==> src/rtl/ksfl_pkg.sv <==
// Shared constants and types for the shared free-list stack block.
package ksfl_pkg;

    localparam int SLOTS_DEF  = 64;
    localparam int STACKS_DEF = 4;

    localparam int DATA_W   = 32;
    localparam int SID_W    = 2;
    localparam int STATUS_W = 2;

    typedef enum logic {
        CMD_PUSH = 1'b0,
        CMD_POP  = 1'b1
    } t_cmd;

    typedef enum logic [STATUS_W-1:0] {
        STS_OK    = 2'd0,
        STS_FULL  = 2'd1,
        STS_EMPTY = 2'd2
    } t_status;

    typedef enum logic [1:0] {
        ST_IDLE = 2'b01,
        ST_EXEC = 2'b10
    } t_state;

    // Control group for the link store.
    typedef struct packed {
        logic rd_en;
        logic wr_en;
    } t_link_ctl;

endpackage

==> src/rtl/ksfl_ram.sv <==
// Simple dual-port synchronous RAM with registered read data.
module ksfl_ram #(
    parameter int W     = ksfl_pkg::DATA_W,
    parameter int DEPTH = ksfl_pkg::SLOTS_DEF,
    parameter int AW    = $clog2(DEPTH)
) (
    input  logic          i_clk,
    input  logic          i_we,
    input  logic [AW-1:0] i_waddr,
    input  logic [W-1:0]  i_wdata,
    input  logic          i_re,
    input  logic [AW-1:0] i_raddr,
    output logic [W-1:0]  o_rdata
);
    logic [W-1:0] r_mem [DEPTH];
    logic [W-1:0] r_rdata;

    always_ff @(posedge i_clk) begin
        if (i_we) begin
            r_mem[i_waddr] <= i_wdata;
        end
        if (i_re) begin
            r_rdata <= r_mem[i_raddr];
        end
    end

    assign o_rdata = r_rdata;

endmodule

==> src/rtl/ksfl_link.sv <==
// Per-slot link store; slots past the fill mark read as linked to the next slot.
module ksfl_link #(
    parameter int SLOTS = ksfl_pkg::SLOTS_DEF,
    parameter int AW    = $clog2(SLOTS),
    parameter int LW    = $clog2(SLOTS + 1)
) (
    input  logic                 i_clk,
    input  logic                 i_rst_n,
    input  ksfl_pkg::t_link_ctl  i_ctl,
    input  logic [AW-1:0]        i_rd_addr,
    input  logic [AW-1:0]        i_wr_addr,
    input  logic [LW-1:0]        i_wr_data,
    output logic [LW-1:0]        o_rd_data
);
    import ksfl_pkg::*;

    logic [LW-1:0] r_mem [SLOTS];
    logic [LW-1:0] r_rdata;
    logic [AW-1:0] r_rd_addr;
    logic [LW-1:0] r_fill;

    always_ff @(posedge i_clk) begin
        if (i_ctl.wr_en) begin
            r_mem[i_wr_addr] <= i_wr_data;
        end
        if (i_ctl.rd_en) begin
            r_rdata   <= r_mem[i_rd_addr];
            r_rd_addr <= i_rd_addr;
        end
    end

    // Fill mark: every slot below it has been written at least once.
    always_ff @(posedge i_clk) begin
        if (!i_rst_n) begin
            r_fill <= '0;
        end else if (i_ctl.wr_en && (LW'(i_wr_addr) >= r_fill)) begin
            r_fill <= LW'(i_wr_addr) + LW'(1);
        end
    end

    // An untouched slot still holds its reset link; the last one yields null.
    assign o_rd_data = (LW'(r_rd_addr) >= r_fill) ? (LW'(r_rd_addr) + LW'(1)) : r_rdata;

endmodule

==> src/rtl/k_stacks_shared_free_list_core.sv <==
// Top level: several LIFO stacks sharing one slot store through a free list.
// In the accept cycle an operation issues the link memory read at the chosen slot
// (free-list head for a push, stack top for a pop), together with the data memory
// write of a push or the data memory read of a pop; then, in the execute state,
// the link is written back and the top and the free head are updated from the
// registered link read. That writeback waits while the output register holds an
// untaken result. A push with no free slot or to an out-of-range stack reports
// status full, a pop of an empty stack reports status empty; neither changes
// state. Link memory reset takes no clearing pass: a fill mark tracks which slots were ever written.
module k_stacks_shared_free_list_core #(
    parameter int SLOTS  = ksfl_pkg::SLOTS_DEF,
    parameter int STACKS = ksfl_pkg::STACKS_DEF
) (
    input  logic                                i_clk,
    input  logic                                i_rst_n,
    input  logic                                i_valid,
    output logic                                o_stall,
    input  logic                                i_cmd,
    input  logic [ksfl_pkg::SID_W-1:0]          i_stack_id,
    input  logic signed [ksfl_pkg::DATA_W-1:0]  i_push_value,
    output logic                                o_valid,
    input  logic                                i_stall,
    output logic signed [ksfl_pkg::DATA_W-1:0]  o_pop_value,
    output logic [ksfl_pkg::STATUS_W-1:0]       o_status
);
    import ksfl_pkg::*;

    localparam int AW   = $clog2(SLOTS);
    localparam int LW   = $clog2(SLOTS + 1);
    localparam int REACH = 1 << SID_W;
    localparam int TOPS = (STACKS < REACH) ? STACKS : REACH;
    localparam int TIW  = (TOPS > 1) ? $clog2(TOPS) : 1;
    localparam logic [LW-1:0] NIL = LW'(SLOTS);

    t_state        r_state;
    logic [LW-1:0] r_top [TOPS];
    logic [LW-1:0] r_free_head;

    logic          r_cmd;
    logic          r_fail;
    logic [TIW-1:0] r_tidx;
    logic [LW-1:0] r_slot;
    logic [LW-1:0] r_top_old;

    logic                     r_o_valid;
    logic signed [DATA_W-1:0] r_pop_value;
    logic [STATUS_W-1:0]      r_status;

    logic          accept;
    logic          out_free;
    logic          finish;
    logic          sid_ok;
    logic [TIW-1:0] tidx;
    logic [LW-1:0] top_cur;
    logic [LW-1:0] slot;
    logic          fail;
    logic          is_pop;

    t_link_ctl     link_ctl;
    logic [AW-1:0] link_waddr;
    logic [LW-1:0] link_wdata;
    logic [LW-1:0] link_rdata;
    logic [DATA_W-1:0] data_rdata;

    assign is_pop   = (i_cmd == CMD_POP);
    assign accept   = (r_state == ST_IDLE) && i_valid;
    assign out_free = !r_o_valid || !i_stall;
    assign finish   = (r_state == ST_EXEC) && out_free;
    assign o_stall  = (r_state != ST_IDLE);

    assign sid_ok  = (32'(i_stack_id) < STACKS);
    assign tidx    = TIW'(i_stack_id);
    assign top_cur = sid_ok ? r_top[tidx] : NIL;

    always_comb begin
        if (is_pop) begin
            slot = top_cur;
            fail = (top_cur >= NIL);
        end else begin
            slot = r_free_head;
            fail = !sid_ok || (r_free_head >= NIL);
        end
    end

    // Link writeback: a push links the slot to the old top, a pop to the free head.
    always_comb begin
        link_ctl.rd_en = accept && !fail;
        link_ctl.wr_en = finish && !r_fail;
        link_waddr     = AW'(r_slot);
        link_wdata     = (r_cmd == CMD_POP) ? r_free_head : r_top_old;
    end

    ksfl_link #(
        .SLOTS (SLOTS),
        .AW    (AW),
        .LW    (LW)
    ) u_link (
        .i_clk     (i_clk),
        .i_rst_n   (i_rst_n),
        .i_ctl     (link_ctl),
        .i_rd_addr (AW'(slot)),
        .i_wr_addr (link_waddr),
        .i_wr_data (link_wdata),
        .o_rd_data (link_rdata)
    );

    ksfl_ram #(
        .W     (DATA_W),
        .DEPTH (SLOTS),
        .AW    (AW)
    ) u_data (
        .i_clk   (i_clk),
        .i_we    (accept && !fail && !is_pop),
        .i_waddr (AW'(slot)),
        .i_wdata (i_push_value),
        .i_re    (accept && !fail && is_pop),
        .i_raddr (AW'(slot)),
        .o_rdata (data_rdata)
    );

    always_ff @(posedge i_clk) begin
        if (!i_rst_n) begin
            r_state <= ST_IDLE;
        end else begin
            unique case (r_state)
                ST_IDLE: if (i_valid) r_state <= ST_EXEC;
                ST_EXEC: if (out_free) r_state <= ST_IDLE;
                default: r_state <= ST_IDLE;
            endcase
        end
    end

    // Hold the transfer's decoded fields for the writeback cycle.
    always_ff @(posedge i_clk) begin
        if (accept) begin
            r_cmd     <= i_cmd;
            r_fail    <= fail;
            r_tidx    <= tidx;
            r_slot    <= slot;
            r_top_old <= top_cur;
        end
    end

    always_ff @(posedge i_clk) begin
        if (!i_rst_n) begin
            r_free_head <= '0;
            for (int i = 0; i < TOPS; i++) begin
                r_top[i] <= NIL;
            end
        end else if (finish && !r_fail) begin
            if (r_cmd == CMD_POP) begin
                r_top[r_tidx] <= link_rdata;
                r_free_head   <= r_slot;
            end else begin
                r_top[r_tidx] <= r_slot;
                r_free_head   <= link_rdata;
            end
        end
    end

    always_ff @(posedge i_clk) begin
        if (!i_rst_n) begin
            r_o_valid <= 1'b0;
        end else if (finish) begin
            r_o_valid <= 1'b1;
        end else if (!i_stall) begin
            r_o_valid <= 1'b0;
        end
    end

    always_ff @(posedge i_clk) begin
        if (finish) begin
            if (r_fail) begin
                r_pop_value <= '0;
                r_status    <= (r_cmd == CMD_POP) ? STS_EMPTY : STS_FULL;
            end else begin
                r_pop_value <= (r_cmd == CMD_POP) ? data_rdata : '0;
                r_status    <= STS_OK;
            end
        end
    end

    assign o_valid     = r_o_valid;
    assign o_pop_value = r_pop_value;
    assign o_status    = r_status;

endmodule
==> config.mk <==
export PLATFORM = sky130hd
export DESIGN_NAME = k_stacks_shared_free_list_core
export DESIGN_NICKNAME = d
export VERILOG_FILES = /design/src/rtl/ksfl_pkg.sv /design/src/rtl/ksfl_ram.sv /design/src/rtl/ksfl_link.sv /design/src/rtl/k_stacks_shared_free_list_core.sv
export SDC_FILE = /design/constraint.sdc
export NUM_CORES = 2
export LEC_CHECK = 0
export ABC_AREA = 1
export BUFFER_PORTS_ARGS = -buffer_cell sky130_fd_sc_hd__clkbuf_2
export CAP_MARGIN = 10
export CELL_PAD_IN_SITES_DETAIL_PLACEMENT = 1
export CELL_PAD_IN_SITES_GLOBAL_PLACEMENT = 1
export CORE_UTILIZATION = 45
export DETAILED_ROUTE_END_ITERATION = 16
export PLACE_DENSITY = 0.67
export SLEW_MARGIN = 20
export SYNTH_ARGS = -nofsm -noshare
export SYNTH_HDL_FRONTEND = slang
export SYNTH_HIERARCHICAL = 1
export SYNTH_SLANG_ARGS = --single-unit
==> constraint.sdc <==
create_clock -name i_clk -period 10.4 [get_ports i_clk]
set_input_delay 1.04 -clock i_clk [delete_from_list [all_inputs] [get_ports i_clk]]
set_output_delay 1.04 -clock i_clk [all_outputs]
set_load 0.005 [all_outputs]
==> report_table.html <==
<table>
<tr><th>Metric</th><th>Value</th></tr>
<tr><th colspan="2">STA</th></tr>
<tr><td>Number of hold violations in the final report</td><td>0</td></tr>
<tr><td>Max transition margin</td><td>17.6%</td></tr>
<tr><td>Final-report setup violation count</td><td>0</td></tr>
<tr><td>Clock tree skew after final layout</td><td>0.0597 ns</td></tr>
<tr><td>Slew Viols, Final</td><td>0</td></tr>
<tr><td>Final Cycle Share</td><td>53.4%</td></tr>
<tr><td>Final total negative setup slack</td><td>0 ns</td></tr>
<tr><td>Fmax</td><td>180 MHz</td></tr>
<tr><td>Post-layout minimum cycle time</td><td>5.55 ns</td></tr>
<tr><td>Setup repair after global routing missed its margin</td><td>no</td></tr>
<tr><td>Slew of the pin with the lowest slew margin</td><td>1.24 ns</td></tr>
<tr><th colspan="2">Placed design</th></tr>
<tr><td>Weighted congestion reported at the end of routability-driven placement</td><td>0.821</td></tr>
<tr><td>Half-perimeter wire length of the detailed placement result</td><td>183 mm</td></tr>
<tr><td>I/O Buffers</td><td>74</td></tr>
<tr><th colspan="2">Finish</th></tr>
<tr><td>Area Growth Syn to Fin</td><td>12.1%</td></tr>
<tr><td>Fill cell instance count of the final layout</td><td>24022</td></tr>
<tr><td>Ratio of cells with drive above 1 in the final layout</td><td>8.22%</td></tr>
<tr><td>Final core area utilization</td><td>50.8%</td></tr>
<tr><td>Final layout net count</td><td>8923</td></tr>
<tr><th colspan="2">Run</th></tr>
<tr><td>Count of maximum capacitance violations</td><td>0</td></tr>
<tr><th colspan="2">Die</th></tr>
<tr><td>X dimension of the die</td><td>489 um</td></tr>
<tr><td>Number of rows in the core area</td><td>178</td></tr>
<tr><td>Area enclosed by the die boundary</td><td>0.239 sq mm</td></tr>
<tr><td>I/O pins</td><td>75</td></tr>
<tr><td>Starting Density</td><td>45.3%</td></tr>
<tr><td>Die height</td><td>489 um</td></tr>
<tr><td>Floorplan core area</td><td>0.235 sq mm</td></tr>
<tr><th colspan="2">Worst setup path</th></tr>
<tr><td>Critical Path Source Type</td><td>input pin</td></tr>
<tr><td>Data required time of the critical path</td><td>11.18 ns</td></tr>
<tr><td>Endpoint kind of the worst setup timing path</td><td>flip-flop</td></tr>
<tr><td>Critical-path maximum fanout</td><td>83</td></tr>
<tr><td>Flop-to-flop setup slack</td><td>5.16 ns</td></tr>
<tr><td>Startpoint-to-endpoint class of the critical path</td><td>in -&gt; reg</td></tr>
<tr><td>Arr. time, crit path</td><td>6.33 ns</td></tr>
<tr><th colspan="2">Logic synthesis</th></tr>
<tr><td>Mapped Area</td><td>0.107 sq mm</td></tr>
<tr><td>EDFF count, synth</td><td>2621</td></tr>
<tr><td>List of most frequent post-synthesis cells</td><td>nand2_1 (2901), edfxtp_1 (2621), nand3_1 (2315)</td></tr>
<tr><td>Post-synthesis instance total</td><td>8876</td></tr>
<tr><td>Count of synthesis-stage warnings from yosys</td><td>6</td></tr>
<tr><td>Mapped Avg Cell Area</td><td>12.0 sq um</td></tr>
<tr><td>Post-synthesis sequential area ratio</td><td>74.1%</td></tr>
<tr><td>Post-synth cell types</td><td>40</td></tr>
<tr><td>Most frequently used flop master after synthesis</td><td>edfxtp_1</td></tr>
<tr><td>Post-synth net total</td><td>8929</td></tr>
<tr><td>Area leader, netlist</td><td>edfxtp_1</td></tr>
<tr><td>Leading cell type by number of instances after synthesis</td><td>nand2_1</td></tr>
<tr><td>Synth Register Bits</td><td>2638</td></tr>
<tr><td>Area share of the largest cell type after synthesis</td><td>73.8%</td></tr>
<tr><td>Fraction of registers with async set or reset after synthesis</td><td>0%</td></tr>
<tr><td>Area contributors post-synth</td><td>edfxtp_1 (74%), nand3_1 (11%), nand2_1 (10%)</td></tr>
<tr><th colspan="2">Pwr</th></tr>
<tr><td>Worst vdd ir</td><td>0.148 mV</td></tr>
<tr><td>Power per cell area</td><td>197 mW/mm^2</td></tr>
<tr><td>Leakage power total</td><td>42.0 nW</td></tr>
<tr><th colspan="2">CTS</th></tr>
<tr><td>Largest buffer count on any clock path</td><td>4</td></tr>
<tr><td>Post-cts sizing count</td><td>0</td></tr>
<tr><td>Post-CTS setup buffers</td><td>0</td></tr>
<tr><td>Num Clock Sinks</td><td>2638</td></tr>
<tr><td>TritonCTS Buffers</td><td>300</td></tr>
<tr><td>Clock slew at reported path FFs</td><td>0.06 ns</td></tr>
<tr><td>TritonCTS clock tree</td><td>built</td></tr>
<tr><td>CTS Root Buffer Type</td><td>clkbuf_16</td></tr>
<tr><td>Hold Buf Count CTS</td><td>0</td></tr>
<tr><td>Worst-skew pair later-pin latency</td><td>0.95 ns</td></tr>
<tr><td>Htree depth</td><td>5</td></tr>
<tr><th colspan="2">Route</th></tr>
<tr><td>Routed via count</td><td>71170</td></tr>
<tr><td>Total Wirelength</td><td>338 mm</td></tr>
<tr><td>Per-cell routed wire length</td><td>27.7 um</td></tr>
<tr><td>Via density per instance</td><td>5.82</td></tr>
<tr><td>Drt initial violations</td><td>7043</td></tr>
<tr><td>Count of unresolved DRC violations after routing</td><td>0</td></tr>
<tr><td>DR pass1 iterations</td><td>6</td></tr>
<tr><td>Number of nets still failing antenna checks after routing</td><td>0</td></tr>
<tr><th colspan="2">GRT</th></tr>
<tr><td>Initial antenna violation count</td><td>6</td></tr>
<tr><td>Number of global-route vias before repair</td><td>73500</td></tr>
<tr><td>First-pass GRT wire length</td><td>494 mm</td></tr>
<tr><td>Total Routing Usage GR</td><td>28.1%</td></tr>
<tr><td>Pin count of the biggest net entering global routing</td><td>202</td></tr>
<tr><td>Remaining global-route overflow</td><td>0</td></tr>
<tr><th colspan="2">Outcome</th></tr>
<tr><td>Run status</td><td>complete, no violations</td></tr>
<tr><th colspan="2">Worst hold path</th></tr>
<tr><td>Worst hold-check path type</td><td>in -&gt; reg</td></tr>
</table>
==> power by group <==
group / internal, W / leakage (nW) / switching (W)
registers: 0.0118 / 23.8 / 0.0000289
logic: 0.000393 / 13.7 / 0.00139
clock network: 0.00584 / 4.42 / 0.00415
total: 0.0180 / 42.0 / 0.00557
==> stage by stage <==
stage	cell area [sq um]	setup WS (ns)	total power [W]	hold WS, ns	std cells
after floorplan	107000	4.43	0.0130	0.455	8876
after detailed placement	110000	4.05	0.0138	0.477	11718
after global placement	110000	4.17	0.0137	0.472	11704
after global routing	120000	4.66	0.0242	0.295	12229
final	120000	4.85	0.0235	0.322	12231
after CTS	120000	5.03	0.0237	0.259	12228
==> critical path: stages <==
cell      delay [ns]
clkbuf_2        0.23
inv_2           0.28
nand2_1         0.10
nand3_1         0.07
and2_1          0.17
nand2_1         0.10
o21ai_4         0.19
buf_4           0.71
buf_4           0.87
buf_4           0.90
nand2_1         0.12
nand3_1         0.14
nand3_1         0.09
nand2_1         0.10
nand2_1         0.07
nand3_1         0.27
nand3_1         0.41
nand2_1         0.20
==> layer usage <==
layer / vias to the layer above / share of wire [%] / track usage [%] / routed length [um]
li1: 31431 / - / - / -
met4: 2 / 4.0 / 11.1 / 13600
met1: 36803 / 41 / 36.9 / 140000
met3: 541 / 5.8 / 3.61 / 19500
met5: - / 0.0021 / 0 / 7
met2: 2393 / 49 / 47.2 / 166000
==> cells by family (layout without fill, tap and decap cells) <==
kind of cell,after synthesis,count (layout),synth area share (%)
AND/OR/NAND/NOR,5496,5496,22.3
XOR/XNOR,7,7,0.0575
adder cells (fa/ha/maj),14,14,0.164
flip-flops,2638,2638,74.1
other,0,3,0
AO/OA/AOI/OAI,55,55,0.278
buffers and inverters,666,868,3.10
==> area by class of cell <==
cell class              instances  area, sq um  share of cell area [%]
inverters                     104          434                   0.363
multi-input cells            5572        24900                    20.9
clock inverters               140         1140                   0.953
flip-flops and latches       2638        79000                    66.1
well taps                    3150         3940                    3.30
repair buffers                254         2090                    1.75
diodes                          3         7.51                 0.00628
clock buffers                 370         7920                    6.62
==> sequential cells by signal (all words and copies together), names as in the netlist <==
signal	flops
o_status	2
r_top	28
u_link/r_rdata	7
u_link/r_mem	448
r_state	2
o_valid	1
o_pop_value	32
u_data/o_rdata	32
r_slot	7
r_tidx	2
r_cmd	1
u_link/r_rd_addr	6
r_fail	1
u_data/r_mem	2048
r_top_old	7
r_free_head	7
u_link/r_fill	7
==> path summary, 6_finish.rpt <==
kind	from	end	cells past startpoint
worst max-delay path	i_stack_id[0]	u_data/o_rdata[17]	18
worst min-delay path	i_push_value[6]	u_data/r_mem[44][6]	1
worst max register to register	r_top[3][0]	u_data/o_rdata[17]	16
worst min register to register	u_link/r_fill[1]	u_link/r_fill[1]	2
==> placed cells by master, fill, tap and decap left out, drive strengths merged <==
cell type	Yosys	routed
nand2	2908	2908
edfxtp	2621	2621
nand3	2318	2318
clkbuf	97	444
nor2	219	219
buf	465	180
clkinv	1	119
inv	103	102
o21ai	37	37
nand4	25	25
bufinv	0	19
dfxtp	17	17
nor4	15	15
ha	14	14
a21oi	11	11
and2	6	6
xor2	5	5
clkinvlp	0	4
diode	0	3
a21boi	3	3
nor3	3	3
xnor2	2	2
o21a	2	2
or2	1	1
a21o	1	1
a22oi	1	1
nor3b	1	1
Note: power is estimated with default switching activity, not from simulation.
